## config.mk

```make
export PLATFORM = sky130hd
export DESIGN_NAME = adc_channel_scan_sequencer
export DESIGN_NICKNAME = d
export VERILOG_FILES = /design/src/hdl/adcs_pkg.sv /design/src/hdl/adcs_result_store.sv /design/src/hdl/adc_channel_scan_sequencer.sv
export SDC_FILE = /design/constraint.sdc
export NUM_CORES = 1
export LEC_CHECK = 0
export BUFFER_PORTS_ARGS = -buffer_cell sky130_fd_sc_hd__clkbuf_2
export CAP_MARGIN = 15
export CORE_UTILIZATION = 66
export CTS_BUF_LIST = sky130_fd_sc_hd__clkbuf_8
export DETAILED_ROUTE_END_ITERATION = 8
export GPL_ROUTABILITY_DRIVEN = 0
export HOLD_SLACK_MARGIN = 0.06
export PLACE_DENSITY = 0.88
export RECOVER_POWER = 50
export REMOVE_ABC_BUFFERS = 1
export SYNTH_ARGS = -nofsm -noshare
export SYNTH_HDL_FRONTEND = slang
export SYNTH_SLANG_ARGS = --single-unit
```

## constraint.sdc

```tcl
create_clock -name clock -period 9.15 [get_ports clock]
set_input_delay 0.915 -clock clock [delete_from_list [all_inputs] [get_ports clock]]
set_output_delay 0.915 -clock clock [all_outputs]
set_load 0.02 [all_outputs]
```

## src/hdl/adcs_pkg.sv

```systemverilog
// ----------------------------------------------------------------------------
// ADC channel scan sequencer package
// Sizes, codes, word types and controller states shared by the block.
// ----------------------------------------------------------------------------
`timescale 1ns / 1ps

package adcs_pkg;

   localparam int NUM_CHANNELS = 8;
   localparam int SAMPLE_BITS  = 10;
   localparam int MASK_BITS    = 8;
   localparam int CHAN_BITS    = $clog2(NUM_CHANNELS);
   localparam int PTR_BITS     = $clog2(NUM_CHANNELS + 1);
   localparam int CSR_IDX_BITS = 2;
   localparam int CSR_DATA_BITS = 8;
   localparam int REF_BITS     = 2;

   // Register indexes
   localparam logic [CSR_IDX_BITS-1:0] REG_CHANNEL_MASK     = 2'd0;
   localparam logic [CSR_IDX_BITS-1:0] REG_REFERENCE_SELECT = 2'd1;

   // Action codes of a request word
   localparam logic [1:0] ACT_START = 2'd0;
   localparam logic [1:0] ACT_DONE  = 2'd1;
   localparam logic [1:0] ACT_READ  = 2'd2;

   typedef struct packed {
      logic [1:0]  action;
      logic [9:0]  sample;
      logic [2:0]  channel;
   } req_word_type;

   typedef struct packed {
      logic        start_conversion;
      logic [2:0]  mux_channel;
      logic [1:0]  reference_out;
      logic [9:0]  read_value;
   } rsp_word_type;

   // Access to the result store
   typedef struct packed {
      logic                   wr_en;
      logic [CHAN_BITS-1:0]   wr_addr;
      logic [SAMPLE_BITS-1:0] wr_data;
      logic                   rd_en;
      logic [CHAN_BITS-1:0]   rd_addr;
   } store_req_type;

   typedef enum logic {
      ST_IDLE,
      ST_SEND
   } ctrl_state_type;

endpackage

```

## src/hdl/adcs_result_store.sv

```systemverilog
// ----------------------------------------------------------------------------
// ADC scan result store
// Per-channel sample memory with a registered read port. Entry valid bits
// cleared by reset make unwritten slots read as zero.
// ----------------------------------------------------------------------------
`timescale 1ns / 1ps

module adcs_result_store (
   input  logic                            clock,
   input  logic                            reset,
   input  adcs_pkg::store_req_type         store_req,
   output logic [adcs_pkg::SAMPLE_BITS-1:0] rd_data
);
   import adcs_pkg::*;

   logic [SAMPLE_BITS-1:0]  mem [NUM_CHANNELS];
   logic [NUM_CHANNELS-1:0] valid_ff;
   logic [SAMPLE_BITS-1:0]  rd_data_ff;
   logic                    rd_valid_ff;

   // Write sample into its slot
   always_ff @(posedge clock) begin
      if (store_req.wr_en) begin
         mem[store_req.wr_addr] <= store_req.wr_data;
      end
   end

   // Mark written slots
   always_ff @(posedge clock) begin
      if (reset) begin
         valid_ff <= '0;
      end else if (store_req.wr_en) begin
         valid_ff[store_req.wr_addr] <= 1'b1;
      end
   end

   // Register read data and hold it until the next read
   always_ff @(posedge clock) begin
      if (store_req.rd_en) begin
         rd_data_ff <= mem[store_req.rd_addr];
      end
   end

   always_ff @(posedge clock) begin
      if (reset) begin
         rd_valid_ff <= 1'b0;
      end else if (store_req.rd_en) begin
         rd_valid_ff <= valid_ff[store_req.rd_addr];
      end
   end

   assign rd_data = rd_valid_ff ? rd_data_ff : '0;

endmodule

```

## src/hdl/adc_channel_scan_sequencer.sv

```systemverilog
// A response word is valid in the cycle after its request word is taken.
// One request at a time: req_ready stays low while a response word waits, so a
// new request is taken only after that response word is accepted.
// Reset clears the scan pointer, mask, reference select and the result slot
// valid bits at once; every slot then reads as zero. No clearing pass.
// ----------------------------------------------------------------------------
// ADC channel scan sequencer
// Round-robin channel scan over a mask, with a per-channel result store.
// ----------------------------------------------------------------------------
`timescale 1ns / 1ps

module adc_channel_scan_sequencer (
   input  logic                               clock,
   input  logic                               reset,
   input  logic                               req_valid,
   output logic                               req_ready,
   input  adcs_pkg::req_word_type             req_data,
   output logic                               rsp_valid,
   input  logic                               rsp_ready,
   output adcs_pkg::rsp_word_type             rsp_data,
   input  logic                               csr_valid,
   output logic                               csr_ready,
   input  logic [adcs_pkg::CSR_IDX_BITS-1:0]  csr_index,
   input  logic [adcs_pkg::CSR_DATA_BITS-1:0] csr_wdata
);
   import adcs_pkg::*;

   ctrl_state_type         state_ff, state_in;
   logic [PTR_BITS-1:0]    ptr_ff, ptr_in;
   logic [MASK_BITS-1:0]   mask_ff;
   logic [REF_BITS-1:0]    ref_ff;
   logic                   start_ff, start_in;
   logic [2:0]             mux_ff, mux_in;
   logic [1:0]             refo_ff, refo_in;
   logic                   rd_sel_ff, rd_sel_in;

   logic                   req_fire;
   logic                   csr_fire;
   logic                   is_start, is_done, is_read;
   logic                   found;
   logic [CHAN_BITS-1:0]   pick;
   logic                   launch;
   logic [PTR_BITS-1:0]    slot_ptr;
   store_req_type          store_req;
   logic [SAMPLE_BITS-1:0] rd_data;

   assign req_fire = req_valid && req_ready;
   assign csr_fire = csr_valid && csr_ready;
   assign csr_ready = 1'b1;

   // Decode the request word
   always_comb begin
      is_start = (req_data.action == ACT_START);
      is_done  = (req_data.action == ACT_DONE) && (ptr_ff != '0);
      is_read  = (req_data.action == ACT_READ) && (int'(req_data.channel) < NUM_CHANNELS);
   end

   // Search upward from the pointer for the next enabled channel, wrapping
   always_comb begin
      logic [PTR_BITS:0] pos;
      found = 1'b0;
      pick  = '0;
      for (int k = 0; k < NUM_CHANNELS; k++) begin
         pos = {1'b0, ptr_ff} + (PTR_BITS + 1)'(k);
         if (pos >= (PTR_BITS + 1)'(NUM_CHANNELS)) begin
            pos = pos - (PTR_BITS + 1)'(NUM_CHANNELS);
         end
         if (!found && mask_ff[pos[CHAN_BITS-1:0]]) begin
            found = 1'b1;
            pick  = pos[CHAN_BITS-1:0];
         end
      end
   end

   assign launch   = (is_start || is_done) && found;
   assign slot_ptr = ptr_ff - PTR_BITS'(1);

   // Store the sample of a done word, read the slot of every word
   always_comb begin
      store_req.wr_en   = req_fire && is_done;
      store_req.wr_addr = slot_ptr[CHAN_BITS-1:0];
      store_req.wr_data = req_data.sample;
      store_req.rd_en   = req_fire;
      store_req.rd_addr = req_data.channel[CHAN_BITS-1:0];
   end

   adcs_result_store u_store (
      .clock     (clock),
      .reset     (reset),
      .store_req (store_req),
      .rd_data   (rd_data)
   );

   // Configuration registers
   always_ff @(posedge clock) begin
      if (reset) begin
         mask_ff <= '0;
         ref_ff  <= '0;
      end else if (csr_fire) begin
         if (csr_index == REG_CHANNEL_MASK) begin
            mask_ff <= csr_wdata[MASK_BITS-1:0];
         end
         if (csr_index == REG_REFERENCE_SELECT) begin
            ref_ff <= csr_wdata[REF_BITS-1:0];
         end
      end
   end

   // Advance the scan pointer past a launched channel; a mask write clears it
   always_comb begin
      ptr_in = ptr_ff;
      if (csr_fire && csr_index == REG_CHANNEL_MASK) begin
         ptr_in = '0;
      end else if (req_fire && launch) begin
         ptr_in = PTR_BITS'(pick) + PTR_BITS'(1);
      end
   end

   // Capture the launch fields of the word being taken
   always_comb begin
      start_in  = start_ff;
      mux_in    = mux_ff;
      refo_in   = refo_ff;
      rd_sel_in = rd_sel_ff;
      if (req_fire) begin
         start_in  = launch;
         mux_in    = launch ? 3'(pick) : 3'd0;
         refo_in   = launch ? ref_ff : 2'd0;
         rd_sel_in = is_read;
      end
   end

   // Next state
   always_comb begin
      state_in = state_ff;
      case (state_ff)
         ST_IDLE: begin
            if (req_valid) begin
               state_in = ST_SEND;
            end
         end
         ST_SEND: begin
            if (rsp_ready) begin
               state_in = ST_IDLE;
            end
         end
         default: state_in = ST_IDLE;
      endcase
   end

   // Handshake outputs
   always_comb begin
      req_ready = 1'b0;
      rsp_valid = 1'b0;
      case (state_ff)
         ST_IDLE: req_ready = 1'b1;
         ST_SEND: rsp_valid = 1'b1;
         default: begin
            req_ready = 1'b0;
            rsp_valid = 1'b0;
         end
      endcase
   end

   always_ff @(posedge clock) begin
      if (reset) begin
         state_ff <= ST_IDLE;
         ptr_ff   <= '0;
      end else begin
         state_ff <= state_in;
         ptr_ff   <= ptr_in;
      end
   end

   always_ff @(posedge clock) begin
      start_ff  <= start_in;
      mux_ff    <= mux_in;
      refo_ff   <= refo_in;
      rd_sel_ff <= rd_sel_in;
   end

   // Assemble the response word
   always_comb begin
      rsp_data.start_conversion = start_ff;
      rsp_data.mux_channel      = mux_ff;
      rsp_data.reference_out    = refo_ff;
      rsp_data.read_value       = rd_sel_ff ? rd_data : '0;
   end

endmodule

```

==> results.sh, run 1 <==
export IMPL_crit_fanout=20
export IMPL_fin_crit_sh=0.432
export IMPL_hold_viol=0
export IMPL_syn_area_per_cell_um2=15.3
export IMPL_synth_top_area_frac=0.527
export IMPL_cts_sinks=121
export IMPL_drc=2
export IMPL_yosysUniqueCellTypes=58
export IMPL_hp_start="u_store.valid_ff[7]"
export IMPL_num_antenna_cells=0
export IMPL_failed_checks="design-rule violations, max-capacitance violations, max-slew violations"
export IMPL_max_slew_margin=-0.221
export IMPL_yosys_warnings=0
export IMPL_finalNetCount=447
export IMPL_slowest_delay_ns=0.80
export IMPL_regToRegStartpoint="ptr_ff[1]"
export IMPL_fin_skew_ns=0.0106
export IMPL_cts_clk_slew_worst_paths_ns=0.08
export IMPL_hold_path_class="reg2reg"
export IMPL_p_leak_nw=2.19
export IMPL_cts_resized=0
export IMPL_worstMarginPinSlew_ns=1.83
export IMPL_grt_usage=0.269
export IMPL_fmax_ghz=0.253
export IMPL_core_area_um2=8180
export IMPL_startpoint="ptr_ff[1]"
export IMPL_yosys_area_top_type="edfxtp_1"
export IMPL_place_hpwl_mm=6.65
export IMPL_routed_via_density=6.40
export IMPL_crit_path_end_kind="register"
export IMPL_cts_hold_buf=0
export IMPL_htree_levels=4
export IMPL_syn_inst=360
export IMPL_ir_drop_uv=146
export IMPL_seq_area_frac_synth=0.614
export IMPL_setup_ws_ns=5.20
export IMPL_syn2layout_area_growth_pct=12.0
export IMPL_grt_max_degree=23
export IMPL_ys_ff_latch=121
export IMPL_initial_core_util=0.676
export IMPL_rsz0062_at_grt="false"
export IMPL_clock_path_buffers=2
export IMPL_worstPathRequired_ns=9.49
export IMPL_synth_edf_count=97
export IMPL_drv_slew=34
export IMPL_grt_pass1_vias=3216
export IMPL_drt_iter0_drc=449
export IMPL_cp_top_family="multiplexers"
export IMPL_post_drt_wl_per_cell_um=20.3
export IMPL_cts_tree="yes"
export IMPL_drive_gt1_frac=0.267
export IMPL_ys_top_cells_by_area="edfxtp_1 (53%), mux4_2 (13%), dfxtp_1 (8.7%), mux2i_1 (3.6%), nor2_1 (2.7%)"
export IMPL_rows=33
export IMPL_synth_ff_type="edfxtp_1"
export IMPL_crit_slowest_cell="ha_1"
export IMPL_grt_overflow=0
export IMPL_postRouteAntennaNets=0
export IMPL_route_vias_total=3407
export IMPL_grt_pass1_wl_mm=16.7
export IMPL_synthesis_area_um2=5530
export IMPL_power_density_nw_per_um2=187
export IMPL_critical_path_arrival_ns=4.29
export IMPL_fillCellCount=472
export IMPL_die_height_um=93.5
export IMPL_critPathKind="reg2reg"
export IMPL_io_buffer_count=47
export IMPL_outcome="finished, violations left"
export IMPL_cts_made_buffers=17
export IMPL_async_reset_ff_frac=0
export IMPL_critPathLaunchType="register"
export IMPL_finalSetupViolations=0
export IMPL_dieArea_um2=8740
export IMPL_drv_cap=2
export IMPL_die_x_um=93.5
export IMPL_firstDrtPassIters=7
export IMPL_critPathBufInv=1
export IMPL_drt_wl_total_mm=10.8
export IMPL_cts_root_buffer="clkbuf_8"
export IMPL_tns_ns=0
export IMPL_antenna_found_initial=0
export IMPL_clock_latency_ns=0.44
export IMPL_post_cts_buffers=0
export IMPL_whs_ns=0.475
export IMPL_reg2reg_slack_ns=5.20
export IMPL_min_period_ns=3.95
export IMPL_io_pins=49
export IMPL_dp_slack_ns=5.27
export IMPL_crit_chain="inv_1 > ha_1 > mux4_2 > mux2_4 > or3_1 > a31o_1 > o211ai_1 > o311a_2 > xnor2_1 > o211a_1"
[where the power goes]
part	switching (mW)	internal [mW]	leakage, nW
clock	0.214	0.214	0.178
sequential	0.00846	0.603	1.08
combinational	0.0668	0.0495	0.934
total	0.289	0.867	2.19
[placed cells by master (no fill, tap or decap), drive strengths merged, types with 3 or more instances in the layout]
| master | synthesis | routed |
|---|---|---|
| dfxtp | 24 | 24 |
| mux4 | 34 | 34 |
| edfxtp | 97 | 97 |
| a211oi | 3 | 3 |
| mux2 | 13 | 13 |
| mux2i | 20 | 20 |
| buf | 12 | 8 |
| nand4 | 4 | 4 |
| nand2 | 13 | 13 |
| a21oi | 4 | 4 |
| a22oi | 3 | 3 |
| a221oi | 3 | 3 |
| nor3 | 7 | 7 |
| nand2b | 4 | 4 |
| clkbuf | 8 | 65 |
| and2 | 7 | 7 |
| clkinv | 0 | 7 |
| nor2 | 40 | 40 |
| and3 | 11 | 11 |
| o21ai | 5 | 5 |
| nor2b | 4 | 4 |
| inv | 6 | 10 |
| xnor2 | 3 | 3 |
[sequential cells by signal, indices dropped and copies added (netlist names)]
register             count
mask_ff                  8
mux_ff                   3
ptr_ff                   4
rd_sel_ff                1
ref_ff                   2
refo_ff                  2
start_ff                 1
state_ff                 1
u_store.mem             80
u_store.rd_data_ff      10
u_store.rd_valid_ff      1
u_store.valid_ff         8
[routing by layer]
metal / global-route usage / wire, um
met3: 0.0789 / 745
met2: 0.415 / 5300
met5: 0 / 0
met1: 0.366 / 4550
met4: 0.0987 / 177
[final cells by class]
| cell class | count | area (um2) | share of cell area |
|---|---|---|---|
| Inverter | 6 | 22.5 | 0.00364 |
| Multi-Input combinational cell | 213 | 2010 | 0.325 |
| Timing Repair Buffer | 56 | 275 | 0.0445 |
| Clock buffer | 17 | 234 | 0.0378 |
| Clock inverter | 14 | 124 | 0.0200 |
| Tap cell | 105 | 131 | 0.0212 |
| Sequential cell | 121 | 3390 | 0.548 |
[final timing paths]
check,to,depth (start not counted)
worst min-delay path,u_store.valid_ff[7],2
worst min register to register,u_store.valid_ff[7],2
worst max-delay path,ptr_ff[1],10
worst max register to register,ptr_ff[1],10
[cells in the mapped netlist (all sizes together), types with 2 or more instances]
cell type  instances
a211oi             3
a21o               2
a21oi              4
a221oi             3
a22oi              3
a31oi              2
a32oi              2
and2               7
and3              11
buf               12
clkbuf             8
dfxtp             24
edfxtp            97
ha                 2
inv                6
mux2              13
mux2i             20
mux4              34
nand2             13
nand2b             4
nand3              2
nand4              4
nor2              40
nor2b              4
nor3               7
o211ai             2
o21ai              5
o22a               2
o22ai              2
or3                2
xnor2              3
xor2               2
[per-stage QoR]
step / cells / utilization / power (mW) / area (um2)
2_1_floorplan: 340 / - / 0.701 / 5430
3_3_place_gp: 499 / 0.716 / 0.735 / 5850
3_5_place_dp: 499 / 0.716 / 0.739 / 5850
4_1_cts: 530 / 0.760 / 1.16 / 6210
5_1_grt: 532 / 0.757 / 1.20 / 6190
6_report: 532 / 0.757 / 1.16 / 6190
[cells by family after synthesis]
logic type,count (synthesis),share of synthesized area
flip-flops,121,0.614
buffers and inverters,26,0.0220
other,1,0.000679
adder cells (fa/ha/maj),2,0.00453
multiplexers,67,0.204
AO/OA/AOI/OAI,39,0.0577
AND/OR/NAND/NOR,99,0.0890
XOR/XNOR,5,0.00793
[worst min-delay path, delay by kind of cell (launching register included)]
kind,cells,cell delay [ns]
DFF,1,0.33
and+or+nand+nor,2,0.12
Note: power is estimated with default switching activity, not from simulation.
==> run 2, diff against run 1 <==
--- a/config.mk
+++ b/config.mk
@@ -7,12 +7,12 @@
 export LEC_CHECK = 0
 export BUFFER_PORTS_ARGS = -buffer_cell sky130_fd_sc_hd__clkbuf_2
 export CAP_MARGIN = 15
-export CORE_UTILIZATION = 66
+export CORE_UTILIZATION = 62
 export CTS_BUF_LIST = sky130_fd_sc_hd__clkbuf_8
 export DETAILED_ROUTE_END_ITERATION = 8
 export GPL_ROUTABILITY_DRIVEN = 0
 export HOLD_SLACK_MARGIN = 0.06
-export PLACE_DENSITY = 0.88
+export PLACE_DENSITY = 0.84
 export RECOVER_POWER = 50
 export REMOVE_ABC_BUFFERS = 1
 export SYNTH_ARGS = -nofsm -noshare
==> constraint.sdc (replaced) <==
create_clock -name clock -period 4 [get_ports clock]
set_input_delay 0.4 -clock clock [delete_from_list [all_inputs] [get_ports clock]]
set_output_delay 0.4 -clock clock [all_outputs]
set_load 0.02 [all_outputs]
==> run 2 against run 1 <==
Effect of this change:
- the flow finishes with violations (max-capacitance violations, max-slew violations)
- sequential power is 130% higher
- routed wire length grew 2.2%
- combinational power up 130%
- hold slack got worse by 0.33 ns
- clock skew barely moved
- critical path depth decreased by 2
- first-iteration DRC count fell by 15%
- sequential cell count unchanged
- highest routed layer unchanged
==> results.sh, run 2 (synthesis gave the netlist of run 1 again) <==
export IMPL_power_frac_seq=0.490
export IMPL_fmax_ghz=0.318
export IMPL_cts_made_buffers=17
export IMPL_critical_path_arrival_ns=3.36
export IMPL_grt_overflow=0
export IMPL_die_height_um=96.4
export IMPL_fillCellCount=556
export IMPL_outcome="finished, violations left"
export IMPL_worstMarginPinSlew_ns=1.80
export IMPL_dieArea_um2=9290
export IMPL_regToRegStartpoint="ptr_ff[0]"
export IMPL_max_slew_margin=-0.200
export IMPL_critPathKind="reg2reg"
export IMPL_regArea_um2=3390
export IMPL_die_x_um=96.4
export IMPL_grt_usage=0.264
export IMPL_cts_resized=0
export IMPL_drc=0
export IMPL_cts_tree="yes"
export IMPL_final_core_util=0.727
export IMPL_fin_skew_ns=0.0104
export IMPL_worstRegToRegCells=8
export IMPL_rsz0062_at_grt="false"
export IMPL_multi_input_area_um2=2010
export IMPL_io_buffer_count=47
export IMPL_post_cts_buffers=0
export IMPL_grt_pass1_vias=3238
export IMPL_critPathLaunchType="register"
export IMPL_min_period_ns=3.15
export IMPL_combPwrFrac=0.095
export IMPL_postRouteAntennaNets=0
export IMPL_cts_clk_slew_worst_paths_ns=0.07
export IMPL_final_cell_mix="edfxtp_1 (97), nor2_1 (40), mux4_2 (31), clkbuf_2 (27), dfxtp_1 (24)"
export IMPL_switching_share=0.235
export IMPL_p_int_mw=2.18
export IMPL_startpoint="ptr_ff[0]"
export IMPL_cts_hold_buf=0
export IMPL_post_drt_wl_per_cell_um=20.4
export IMPL_worstPathRequired_ns=4.21
export IMPL_rows=34
export IMPL_initial_core_util=0.637
export IMPL_crit_fanout=19
export IMPL_top_register="u_store.mem"
export IMPL_whs_ns=0.149
export IMPL_syn2layout_area_growth_pct=14.2
export IMPL_clock_latency_ns=0.43
export IMPL_p_sw_mw=0.668
export IMPL_largest_reg_flops=80
export IMPL_hold_depth=2
export IMPL_finalSetupViolations=0
export IMPL_num_antenna_cells=0
export IMPL_route_vias_total=3369
export IMPL_cts_root_buffer="clkbuf_8"
export IMPL_drv_cap=1
export IMPL_drt_iter0_drc=381
export IMPL_power_density_nw_per_um2=451
export IMPL_antenna_found_initial=0
export IMPL_p_leak_nw=2.27
export IMPL_grt_max_degree=23
export IMPL_clock_path_buffers=2
export IMPL_ir_drop_uv=318
export IMPL_hold_path_class="in2reg"
export IMPL_place_hpwl_mm=7.00
export IMPL_stdcell_area_um2=6310
export IMPL_total_power_mw=2.85
export IMPL_drive_gt1_frac=0.284
export IMPL_top_regs="u_store.mem: 80 flops, u_store.rd_data_ff: 10 flops"
export IMPL_crit_path_end_kind="register"
export IMPL_tns_ns=0
export IMPL_final_common_cell="edfxtp_1"
export IMPL_finalNetCount=452
export IMPL_io_pins=49
export IMPL_drv_slew=11
export IMPL_grt_pass1_wl_mm=17.1
export IMPL_failed_checks="max-capacitance violations, max-slew violations"
export IMPL_fin_crit_sh=0.787
export IMPL_drt_wl_total_mm=11.0
export IMPL_hold_viol=0
export IMPL_place_area_um2=5910
export IMPL_firstDrtPassIters=4
export IMPL_cts_sinks=121
export IMPL_htree_levels=4
export IMPL_clockPowerShare=0.415
export IMPL_routed_via_density=6.23
export IMPL_hp_start="rsp_ready"
export IMPL_core_area_um2=8680
-- run 2: cell types whose count changed in the layout (fill, tap and decap cells not counted) --
cell        previous run  this run
clkbuf_2              25        27
clkinvlp_4             2         0
inv_1                  6         8
nor2b_2                0         1
bufinv_16              1         4
clkinv_1               2         0
nor2b_1                4         3
buf_6                  1         0
clkbuf_1              23        21
buf_4                  7        13
-- run 2: layout make-up --
| type | count | share of cell area |
|---|---|---|
| multi-input cells | 213 | 0.319 |
| repair buffers | 61 | 0.0494 |
| clock buffers | 17 | 0.0371 |
| well taps | 108 | 0.0214 |
| inverters | 6 | 0.00357 |
| flip-flops and latches | 121 | 0.538 |
| clock inverters | 15 | 0.0315 |
-- run 2: worst max-delay path, cell delays in order (launching register included) --
cell	delay (ns)
dfxtp_1	0.33
buf_4	0.27
ha_1	0.32
mux2_1	0.34
or3_1	0.32
a311oi_2	0.28
o211ai_1	0.28
o32a_1	0.50
nor4_1	0.28
-- run 2: final timing paths --
kind                         endpoint  slack, ns
setup / recovery            mux_ff[2]       0.85
hold / removal               state_ff       0.15
setup reg to reg            mux_ff[2]       0.85
hold reg to reg   u_store.valid_ff[7]       0.47
-- run 2: per-layer routing --
layer	vias up	global-route usage	part of all wire
met4	0	0.100	0.014
met1	1662	0.358	0.39
met2	150	0.420	0.50
li1	1539	-	-
met5	-	0	0
met3	18	0.0610	0.088
-- run 2: power by group through the flow --
stage	registers [mW]	logic (mW)	clock network [mW]
floorplan	1.43	0.174	0
global placement	1.42	0.264	0
detailed placement	1.42	0.272	0
CTS	1.39	0.275	1.19
global route	1.40	0.297	1.25
finish	1.40	0.271	1.18
-- run 2: metrics by stage --
stage / cells / setup slack (ns)
floorplan: 340 / 0.354
global placement: 509 / 1.04
detailed placement: 509 / 0.958
CTS: 541 / 0.901
global route: 541 / 0.683
finish: 541 / 0.853
==> run 3, diff against run 2 <==
--- a/config.mk
+++ b/config.mk
@@ -7,12 +7,12 @@
 export LEC_CHECK = 0
 export BUFFER_PORTS_ARGS = -buffer_cell sky130_fd_sc_hd__clkbuf_2
 export CAP_MARGIN = 15
-export CORE_UTILIZATION = 62
+export CORE_UTILIZATION = 56
 export CTS_BUF_LIST = sky130_fd_sc_hd__clkbuf_8
 export DETAILED_ROUTE_END_ITERATION = 8
 export GPL_ROUTABILITY_DRIVEN = 0
 export HOLD_SLACK_MARGIN = 0.06
-export PLACE_DENSITY = 0.84
+export PLACE_DENSITY = 0.8
 export RECOVER_POWER = 50
 export REMOVE_ABC_BUFFERS = 1
 export SYNTH_ARGS = -nofsm -noshare
==> constraint.sdc (replaced) <==
create_clock -name clock -period 2.55 [get_ports clock]
set_input_delay 0.255 -clock clock [delete_from_list [all_inputs] [get_ports clock]]
set_output_delay 0.255 -clock clock [all_outputs]
set_load 0.02 [all_outputs]
==> run 3 against run 2 <==
Effect of this change:
- the flow finishes with violations (negative setup slack)
- hold slack got worse by 0.074 ns
- sequential share of layout area shrank 4.4 points
- maximum frequency rose by 11%
- critical path type unchanged
==> results.sh, run 3 (synthesis gave the netlist of run 1 again) <==
export IMPL_outcome="finished, violations left"
export IMPL_combPwrFrac=0.128
export IMPL_cp_top_family="multiplexers"
export IMPL_p_int_mw=3.44
export IMPL_io_buffer_count=47
export IMPL_antenna_found_initial=0
export IMPL_crit_fanout=5
export IMPL_power_density_nw_per_um2=667
export IMPL_final_cell_mix="edfxtp_1 (97), buf_4 (56), nor2_1 (39), mux4_2 (32), clkbuf_2 (32)"
export IMPL_grt_usage=0.250
export IMPL_total_power_mw=4.59
export IMPL_setup_ws_ns=-0.288
export IMPL_grt_pass1_vias=3574
export IMPL_max_slew_margin=0.215
export IMPL_crit_path_end_kind="register"
export IMPL_drc=0
export IMPL_core_area_um2=9420
export IMPL_drive_gt1_frac=0.402
export IMPL_critPathKind="reg2reg"
export IMPL_firstDrtPassIters=5
export IMPL_fin_skew_ns=0.00890
export IMPL_clock_latency_ns=0.42
export IMPL_critical_path_arrival_ns=3.15
export IMPL_finalSetupViolations=10
export IMPL_fin_crit_sh=1.11
export IMPL_power_frac_seq=0.478
export IMPL_drv_slew=0
export IMPL_cts_root_buffer="clkbuf_8"
export IMPL_drt_iter0_drc=353
export IMPL_route_vias_total=3633
export IMPL_failed_checks="negative setup slack"
export IMPL_fillCellCount=593
export IMPL_slowest_delay_ns=0.54
export IMPL_io_pins=49
export IMPL_die_x_um=101
export IMPL_fmax_ghz=0.352
export IMPL_syn2layout_area_growth_pct=24.5
export IMPL_top_register="u_store.mem"
export IMPL_min_period_ns=2.84
export IMPL_initial_core_util=0.587
export IMPL_cts_made_buffers=17
export IMPL_crit_slowest_cell="mux4_2"
export IMPL_grt_max_degree=23
export IMPL_clockPowerShare=0.395
export IMPL_largest_reg_flops=80
export IMPL_worstPathRequired_ns=2.86
export IMPL_ir_drop_uv=396
export IMPL_cts_clk_slew_worst_paths_ns=0.08
export IMPL_routed_via_density=5.94
export IMPL_num_antenna_cells=0
export IMPL_hold_viol=0
export IMPL_dp_slack_ns=-0.413
export IMPL_critPathLaunchType="register"
export IMPL_instances_no_fill=612
export IMPL_crit_chain="inv_2 > ha_4 > mux4_2 > mux2_4 > or3_1 > a31o_1 > o211ai_1 > o311a_4 > xnor2_2 > o211a_1"
export IMPL_drt_wl_total_mm=11.9
export IMPL_die_height_um=101
export IMPL_post_drt_wl_per_cell_um=19.4
export IMPL_switching_share=0.251
export IMPL_postRouteAntennaNets=0
export IMPL_placed_cells=569
export IMPL_drv_cap=0
export IMPL_rsz0062_at_grt="true"
export IMPL_p_leak_nw=2.55
export IMPL_clock_path_buffers=2
export IMPL_critPathBufInv=1
export IMPL_cts_tree="yes"
export IMPL_place_hpwl_mm=7.39
export IMPL_rows=35
export IMPL_top_regs="u_store.mem: 80 flops, u_store.rd_data_ff: 10 flops"
export IMPL_worstMarginPinSlew_ns=1.18
export IMPL_finalNetCount=502
export IMPL_p_sw_mw=1.15
export IMPL_dieArea_um2=10300
export IMPL_final_core_util=0.730
export IMPL_grt_pass1_wl_mm=18.5
export IMPL_hold_path_class="in2reg"
export IMPL_htree_levels=4
export IMPL_final_common_cell="edfxtp_1"
export IMPL_cts_sinks=121
export IMPL_grt_overflow=0
## run 3: cell count changes in the layout (fill, tap and decap cells not counted), sizes merged
| cell | delta |
|---|---|
| inv | +2 |
| dlygate4sd3 | +3 |
| clkinvlp | +1 |
| clkinv | -2 |
| bufinv | -1 |
| buf | +47 |
## run 3: through the flow
stage | TNS [ns] | instance area [um2] | hold slack [ns]
after floorplan | -32.20 | 5430 | 0.327
after global placement | -2.54 | 6240 | 0.444
after detailed placement | -3.44 | 6240 | 0.455
after CTS | -1.41 | 6850 | 0.0608
after global routing | -2.62 | 6880 | 0.0640
final | -1.84 | 6880 | 0.0750
## run 3: cell type report
| type | instances | area, um2 | area share |
|---|---|---|---|
| Clock buffer | 17 | 234 | 0.0340 |
| Clock inverter | 15 | 185 | 0.0269 |
| Inverter | 6 | 22.5 | 0.00327 |
| Sequential cell | 121 | 3400 | 0.494 |
| Multi-Input combinational cell | 213 | 2150 | 0.313 |
| Tap cell | 129 | 161 | 0.0235 |
| Timing Repair Buffer | 111 | 724 | 0.105 |
## run 3: power by group through the flow
stage	sequential, mW	combinational (mW)	clock [mW]
2_1_floorplan	2.24	0.273	0
3_3_place_gp	2.23	0.464	0
3_5_place_dp	2.23	0.482	0
4_1_cts	2.19	0.539	1.83
5_1_grt	2.19	0.625	1.93
6_report	2.19	0.585	1.81
## run 3: what timing repair did
item                                    in CTS  in global routing
cloned                                       0                  0
endpoints found under the setup margin      10                 10
buffers inserted                             5                  4
resized for setup                           26                  5
pin swaps                                   11                  7
endpoints found under the hold margin        3                  0
hold buffers                                 3                  0
## run 3: routing by layer
| layer | share of wire | global-route usage | vias to the layer above |
|---|---|---|---|
| li1 | - | - | 1645 |
| met1 | 0.42 | 0.331 | 1826 |
| met2 | 0.51 | 0.409 | 146 |
| met3 | 0.062 | 0.0587 | 16 |
| met4 | 0.013 | 0.0925 | 0 |
| met5 | 0 | 0 | - |
## run 3: path summary, 6_finish.rpt
check                                          from             endpoint  slack (ns)  depth (start not counted)
worst max-delay path                      ptr_ff[1]            ptr_ff[1]       -0.29                         10
worst min-delay path                   csr_wdata[6]           mask_ff[6]        0.07                          3
worst max register to register            ptr_ff[1]            ptr_ff[1]       -0.29                         10
worst min register to register  u_store.valid_ff[2]  u_store.valid_ff[2]        0.48                          2
## run 3: worst reg2reg max path: stages (launching register included)
cell,delay (ns)
dfxtp_2,0.35
inv_2,0.05
ha_4,0.31
mux4_2,0.54
mux2_4,0.29
or3_1,0.32
a31o_1,0.20
o211ai_1,0.10
o311a_4,0.28
xnor2_2,0.08
o211a_1,0.21
